### src/sv/imhtq_pkg.sv
package imhtq_pkg;

    localparam int CAPACITY_DEF = 64;
    localparam int ID_W         = 6;
    localparam int KEY_W        = 32;
    localparam int ID_SPACE     = 64;
    localparam int OP_W         = 2;
    localparam int ST_W         = 3;
    localparam int CNT_OUT_W    = 7;
    localparam int SLOT_W       = ID_W + KEY_W;
    localparam int CMD_W        = 4;

    localparam logic [OP_W-1:0] OP_INSERT = 2'd0;
    localparam logic [OP_W-1:0] OP_REMOVE = 2'd1;
    localparam logic [OP_W-1:0] OP_CHANGE = 2'd2;

    localparam logic [ST_W-1:0] ST_OK     = 3'd0;
    localparam logic [ST_W-1:0] ST_FULL   = 3'd1;
    localparam logic [ST_W-1:0] ST_EMPTY  = 3'd2;
    localparam logic [ST_W-1:0] ST_ABSENT = 3'd3;
    localparam logic [ST_W-1:0] ST_DUP    = 3'd4;

    typedef logic [CMD_W-1:0] t_cmd;

    localparam t_cmd CMD_NONE      = 4'd0;
    localparam t_cmd CMD_LOAD      = 4'd1;
    localparam t_cmd CMD_CHECK     = 4'd2;
    localparam t_cmd CMD_TAKE_LAST = 4'd3;
    localparam t_cmd CMD_RISE_READ = 4'd4;
    localparam t_cmd CMD_RISE_MOVE = 4'd5;
    localparam t_cmd CMD_PUT       = 4'd6;
    localparam t_cmd CMD_SINK_READ = 4'd7;
    localparam t_cmd CMD_SINK_MOVE = 4'd8;
    localparam t_cmd CMD_EMIT      = 4'd9;

    typedef struct packed {
        logic [OP_W-1:0]  operation;
        logic [ID_W-1:0]  entry_id;
        logic [KEY_W-1:0] expiry_key;
    } t_in_word;

    typedef struct packed {
        logic [ST_W-1:0]      status;
        logic [ID_W-1:0]      removed_id;
        logic [KEY_W-1:0]     removed_key;
        logic                 front_valid;
        logic [ID_W-1:0]      front_id;
        logic [KEY_W-1:0]     front_key;
        logic [CNT_OUT_W-1:0] entry_count;
    } t_out_word;

    typedef struct packed {
        logic [ID_W-1:0]  id;
        logic [KEY_W-1:0] key;
    } t_slot;

    typedef struct packed {
        logic [OP_W-1:0] op;
        logic            check_ok;
        logic            count_one;
        logic            key_lt_old;
        logic            pos_zero;
        logic            parent_le;
        logic            sink_leaf;
        logic            sink_stop;
        logic            out_busy;
    } t_dp_status;

endpackage

### src/sv/imhtq_ctrl.sv
module imhtq_ctrl (
    input  logic                  i_clk,
    input  logic                  i_rst_n,
    input  logic                  i_in_valid,
    output logic                  o_in_stall,
    input  imhtq_pkg::t_dp_status i_status,
    output imhtq_pkg::t_cmd       o_cmd
);

    localparam logic [3:0] S_IDLE     = 4'd0;
    localparam logic [3:0] S_CHECK    = 4'd1;
    localparam logic [3:0] S_LAST     = 4'd2;
    localparam logic [3:0] S_OLD      = 4'd3;
    localparam logic [3:0] S_RISE_CHK = 4'd4;
    localparam logic [3:0] S_RISE_CMP = 4'd5;
    localparam logic [3:0] S_SINK_CHK = 4'd6;
    localparam logic [3:0] S_SINK_CMP = 4'd7;
    localparam logic [3:0] S_DONE     = 4'd8;

    logic [3:0] r_state;
    logic [3:0] n_state;

    always_ff @(posedge i_clk) begin
        if (!i_rst_n) begin
            r_state <= S_IDLE;
        end else begin
            r_state <= n_state;
        end
    end

    always_comb begin
        n_state = r_state;
        o_cmd   = imhtq_pkg::CMD_NONE;
        unique case (r_state)
            S_IDLE: begin
                if (i_in_valid) begin
                    o_cmd   = imhtq_pkg::CMD_LOAD;
                    n_state = S_CHECK;
                end
            end
            S_CHECK: begin
                o_cmd = imhtq_pkg::CMD_CHECK;
                priority if (!i_status.check_ok) begin
                    n_state = S_DONE;
                end else if (i_status.op == imhtq_pkg::OP_INSERT) begin
                    n_state = S_RISE_CHK;
                end else if (i_status.op == imhtq_pkg::OP_REMOVE) begin
                    n_state = i_status.count_one ? S_DONE : S_LAST;
                end else if (i_status.op == imhtq_pkg::OP_CHANGE) begin
                    n_state = S_OLD;
                end else begin
                    n_state = S_DONE;
                end
            end
            S_LAST: begin
                o_cmd   = imhtq_pkg::CMD_TAKE_LAST;
                n_state = S_SINK_CHK;
            end
            S_OLD: begin
                n_state = i_status.key_lt_old ? S_RISE_CHK : S_SINK_CHK;
            end
            S_RISE_CHK: begin
                if (i_status.pos_zero) begin
                    o_cmd   = imhtq_pkg::CMD_PUT;
                    n_state = S_DONE;
                end else begin
                    o_cmd   = imhtq_pkg::CMD_RISE_READ;
                    n_state = S_RISE_CMP;
                end
            end
            S_RISE_CMP: begin
                if (i_status.parent_le) begin
                    o_cmd   = imhtq_pkg::CMD_PUT;
                    n_state = S_DONE;
                end else begin
                    o_cmd   = imhtq_pkg::CMD_RISE_MOVE;
                    n_state = S_RISE_CHK;
                end
            end
            S_SINK_CHK: begin
                if (i_status.sink_leaf) begin
                    o_cmd   = imhtq_pkg::CMD_PUT;
                    n_state = S_DONE;
                end else begin
                    o_cmd   = imhtq_pkg::CMD_SINK_READ;
                    n_state = S_SINK_CMP;
                end
            end
            S_SINK_CMP: begin
                if (i_status.sink_stop) begin
                    o_cmd   = imhtq_pkg::CMD_PUT;
                    n_state = S_DONE;
                end else begin
                    o_cmd   = imhtq_pkg::CMD_SINK_MOVE;
                    n_state = S_SINK_CHK;
                end
            end
            S_DONE: begin
                if (!i_status.out_busy) begin
                    o_cmd   = imhtq_pkg::CMD_EMIT;
                    n_state = S_IDLE;
                end
            end
            default: begin
                n_state = S_IDLE;
            end
        endcase
    end

    assign o_in_stall = (r_state != S_IDLE);

endmodule

### config.mk
export PLATFORM = sky130hd
export DESIGN_NAME = imhtq_ctrl
export DESIGN_NICKNAME = d
export VERILOG_FILES = /design/src/sv/imhtq_pkg.sv /design/src/sv/imhtq_ctrl.sv
export SDC_FILE = /design/constraint.sdc
export NUM_CORES = 1
export LEC_CHECK = 0
export ABC_AREA = 1
export ABC_CLOCK_PERIOD_IN_PS = 1700
export BUFFER_PORTS_ARGS = -buffer_cell sky130_fd_sc_hd__buf_2
export CORE_AREA = 2 2 39 41
export DETAILED_ROUTE_END_ITERATION = 12
export DIE_AREA = 0 0 41 43
export GPL_TIMING_DRIVEN = 0
export PLACE_DENSITY = 0.6
export SYNTH_ARGS = -nofsm -noshare
export SYNTH_HDL_FRONTEND = slang
export SYNTH_SLANG_ARGS = --single-unit
### constraint.sdc
create_clock -name i_clk -period 1.7 [get_ports i_clk]
set_clock_uncertainty 0.2 [all_clocks]
set_input_delay 0.425 -clock i_clk [delete_from_list [all_inputs] [get_ports i_clk]]
set_output_delay 0.425 -clock i_clk [all_outputs]
set_load 0.05 [all_outputs]
==> run metrics <==
DRC viols=0; Max clock buf depth=2; CTS tree=built; FF-to-FF End=r_state[3]; Worst EP arrival=1.27 ns; FP Rows=14; via count=583; final setup fails=5; syn_nets=84; total clock sinks=4; port bufs=17; Hold Slack=0.194 ns; Hold Crit Class=in -> reg; Root Buffer=clkbuf_4; Setup crit end kind=primary output; synthesized area=403 µm²; Area contributors post-synth=dfxtp_1, nand2_1, inv_1; Crit path required time=1.07 ns; Tightest Pin Transition=0.224 ns; crit-path max cell delay=0.35 ns; Startpoint Class=flip-flop; area leader, netlist=dfxtp_1; syn avg cell area=5.67 µm²; Boundary Pins=18; final worst slack=-0.191 ns; Final ANT Viol Nets=0; largest reg by FF count=r_state; total area of sequential cells=86.3 µm²; WL final=1320 µm; Placeable Area=0.00138 mm²; First-pass DRT Iterations=4; die area=0.00176 mm²; width of the chip=41 µm; Num CTS Buffers=3; first-pass GRT wire length=1950 µm; worst skew pair latency=0.23 ns; share of cells above drive strength 1=50.9%; maximum vdd drop=0.378 mV; pwr dens=971 mW/mm²; critical path class=reg -> out; Largest regs=r_state: 4 flops; worst-path fanout max=6; minimum clock period=1.89 ns; vias in the first global route=519; post-cts hold buffer count=0; Slew Viols, Final=0; Leak=0.365 nW; hold violation total from the final report=0; Final HPWL DP=847 µm; FILL cells=145; Highest Clock Rate=529 MHz; RSZ-0062 raised after global routing=yes; area of the multi-input gates=300 µm²; post-place setup slack=-0.120 ns; starting density of the core=29.1%; Buf/Inv on CP=1; Final Net Count=121; FF+latch count, synth=4; YS warnings=0; crit path launch=r_state[3]; Post-Syn Instances=71; GRT Overall Usage=15.8%; r2r startpoint=r_state[0]; critical-path cell list=nor2_2 -> nand3_1 -> o211ai_1 -> buf_4; diode count=0; # Max-Cap Violations=0; failing checks=setup timing; fin crit share=111%; most frequent cells in the layout=nand2_1, buf_4, buf_2, inv_1, nor2_1; initial DRC count=9; CTS H-tree lvls=1; max FFs per register=4; hold path start=i_rst_n; largest net degree at the start of global routing=9; post-synthesis sequential area ratio=19.9%; GRT overflow=0; commonest non-fill, non-tap cell in the layout=nand2_1; worst r2r path cells=14; GPL Wtd Cong=0.768; final core utilization=51.4%; Yosys top cell area share=19.9%; WL/cell=10.8 µm; Worst Hold Endpoint=r_state[3]; Synth cell types=17; status=finished, violations left; Max-Slew Margin vs Limit=85.0%; Area growth syn-to-layout=76.4%; Reg2Reg Setup Slack=-0.17 ns; delay-heaviest family, CP=flip-flops; die height=43 µm; Slowest-stage cell, CP=dfxtp_2; Clock transition at path regs=0.04 ns; Vias/cell=4.78; initial antenna violation count=0; Cells on Worst Hold Path=3
## timing repair
action / 4_1_cts / 5_1_grt
gates resized for setup: 15 / 6
endpoints found under the setup margin: 5 / 6
buffers inserted: 12 / 3
pin swaps: 5 / 6
## stage by stage
stage	power (W)	instances	setup TNS (ns)	instance area (µm²)
after floorplan	0.000385	71	-0.297	409
after global placement	0.000460	104	-0.265	514
after detailed placement	0.000461	104	-0.246	514
after CTS	0.000653	119	-0.683	671
after global routing	0.000734	122	-1.16	711
final	0.000690	122	-0.775	711
## metal layers
layer  GRT usage, %  vias to the layer above  part of all wire, %
li1               -                      307                    -
met1           17.7                      260                   45
met2           28.1                       16                   51
met3           3.14                        0                  4.1
met4           4.00                        0                    0
met5              0                        -                    0
## synth_stat cells, drive strengths merged
cell,n
a21boi,1
nand4,5
dfxtp,4
nand2,22
o31ai,1
nor2,12
inv,11
o21ai,3
o211ai,2
nor3,1
nand3,5
a21oi,3
buf,1
## logic make-up after synthesis
logic type | Yosys count | share of synthesized area (%)
buffers and inverters | 12 | 13.0
DFF | 4 | 19.9
AOI/OAI and AO/OA | 10 | 15.8
and+or+nand+nor | 45 | 51.2
## power by group
| part | leakage (nW) | internal, W | total (W) | switching [W] |
|---|---|---|---|---|
| clock | 0.0138 | 0.0000786 | 0.000112 | 0.0000336 |
| sequential | 0.0344 | 0.000110 | 0.000128 | 0.0000184 |
| combinational | 0.316 | 0.000184 | 0.000450 | 0.000266 |
## final cells by class
class	instances	area share (%)
buffer	1	1.58
sequential	4	12.1
multi-input combinational	55	42.3
clock buffer	3	3.17
inverter	11	5.81
tap	16	2.82
timing repair buffer	32	32.2
## how the worst max path moves through the flow
stage	end	slack, ns	depth (start not counted)
final	o_cmd[1]	-0.19	4
after global routing	r_state[3]	-0.30	14
after CTS	o_cmd[1]	-0.20	7
after detailed placement	o_cmd[1]	-0.12	7
after global placement	o_cmd[1]	-0.12	7
after floorplan	o_cmd[1]	-0.24	4
## tightest hold or removal path: stages
cell and delay (ns):
buf_2 0.09, nand2_1 0.05, inv_1 0.04
Note: power is estimated with default switching activity, not from simulation.
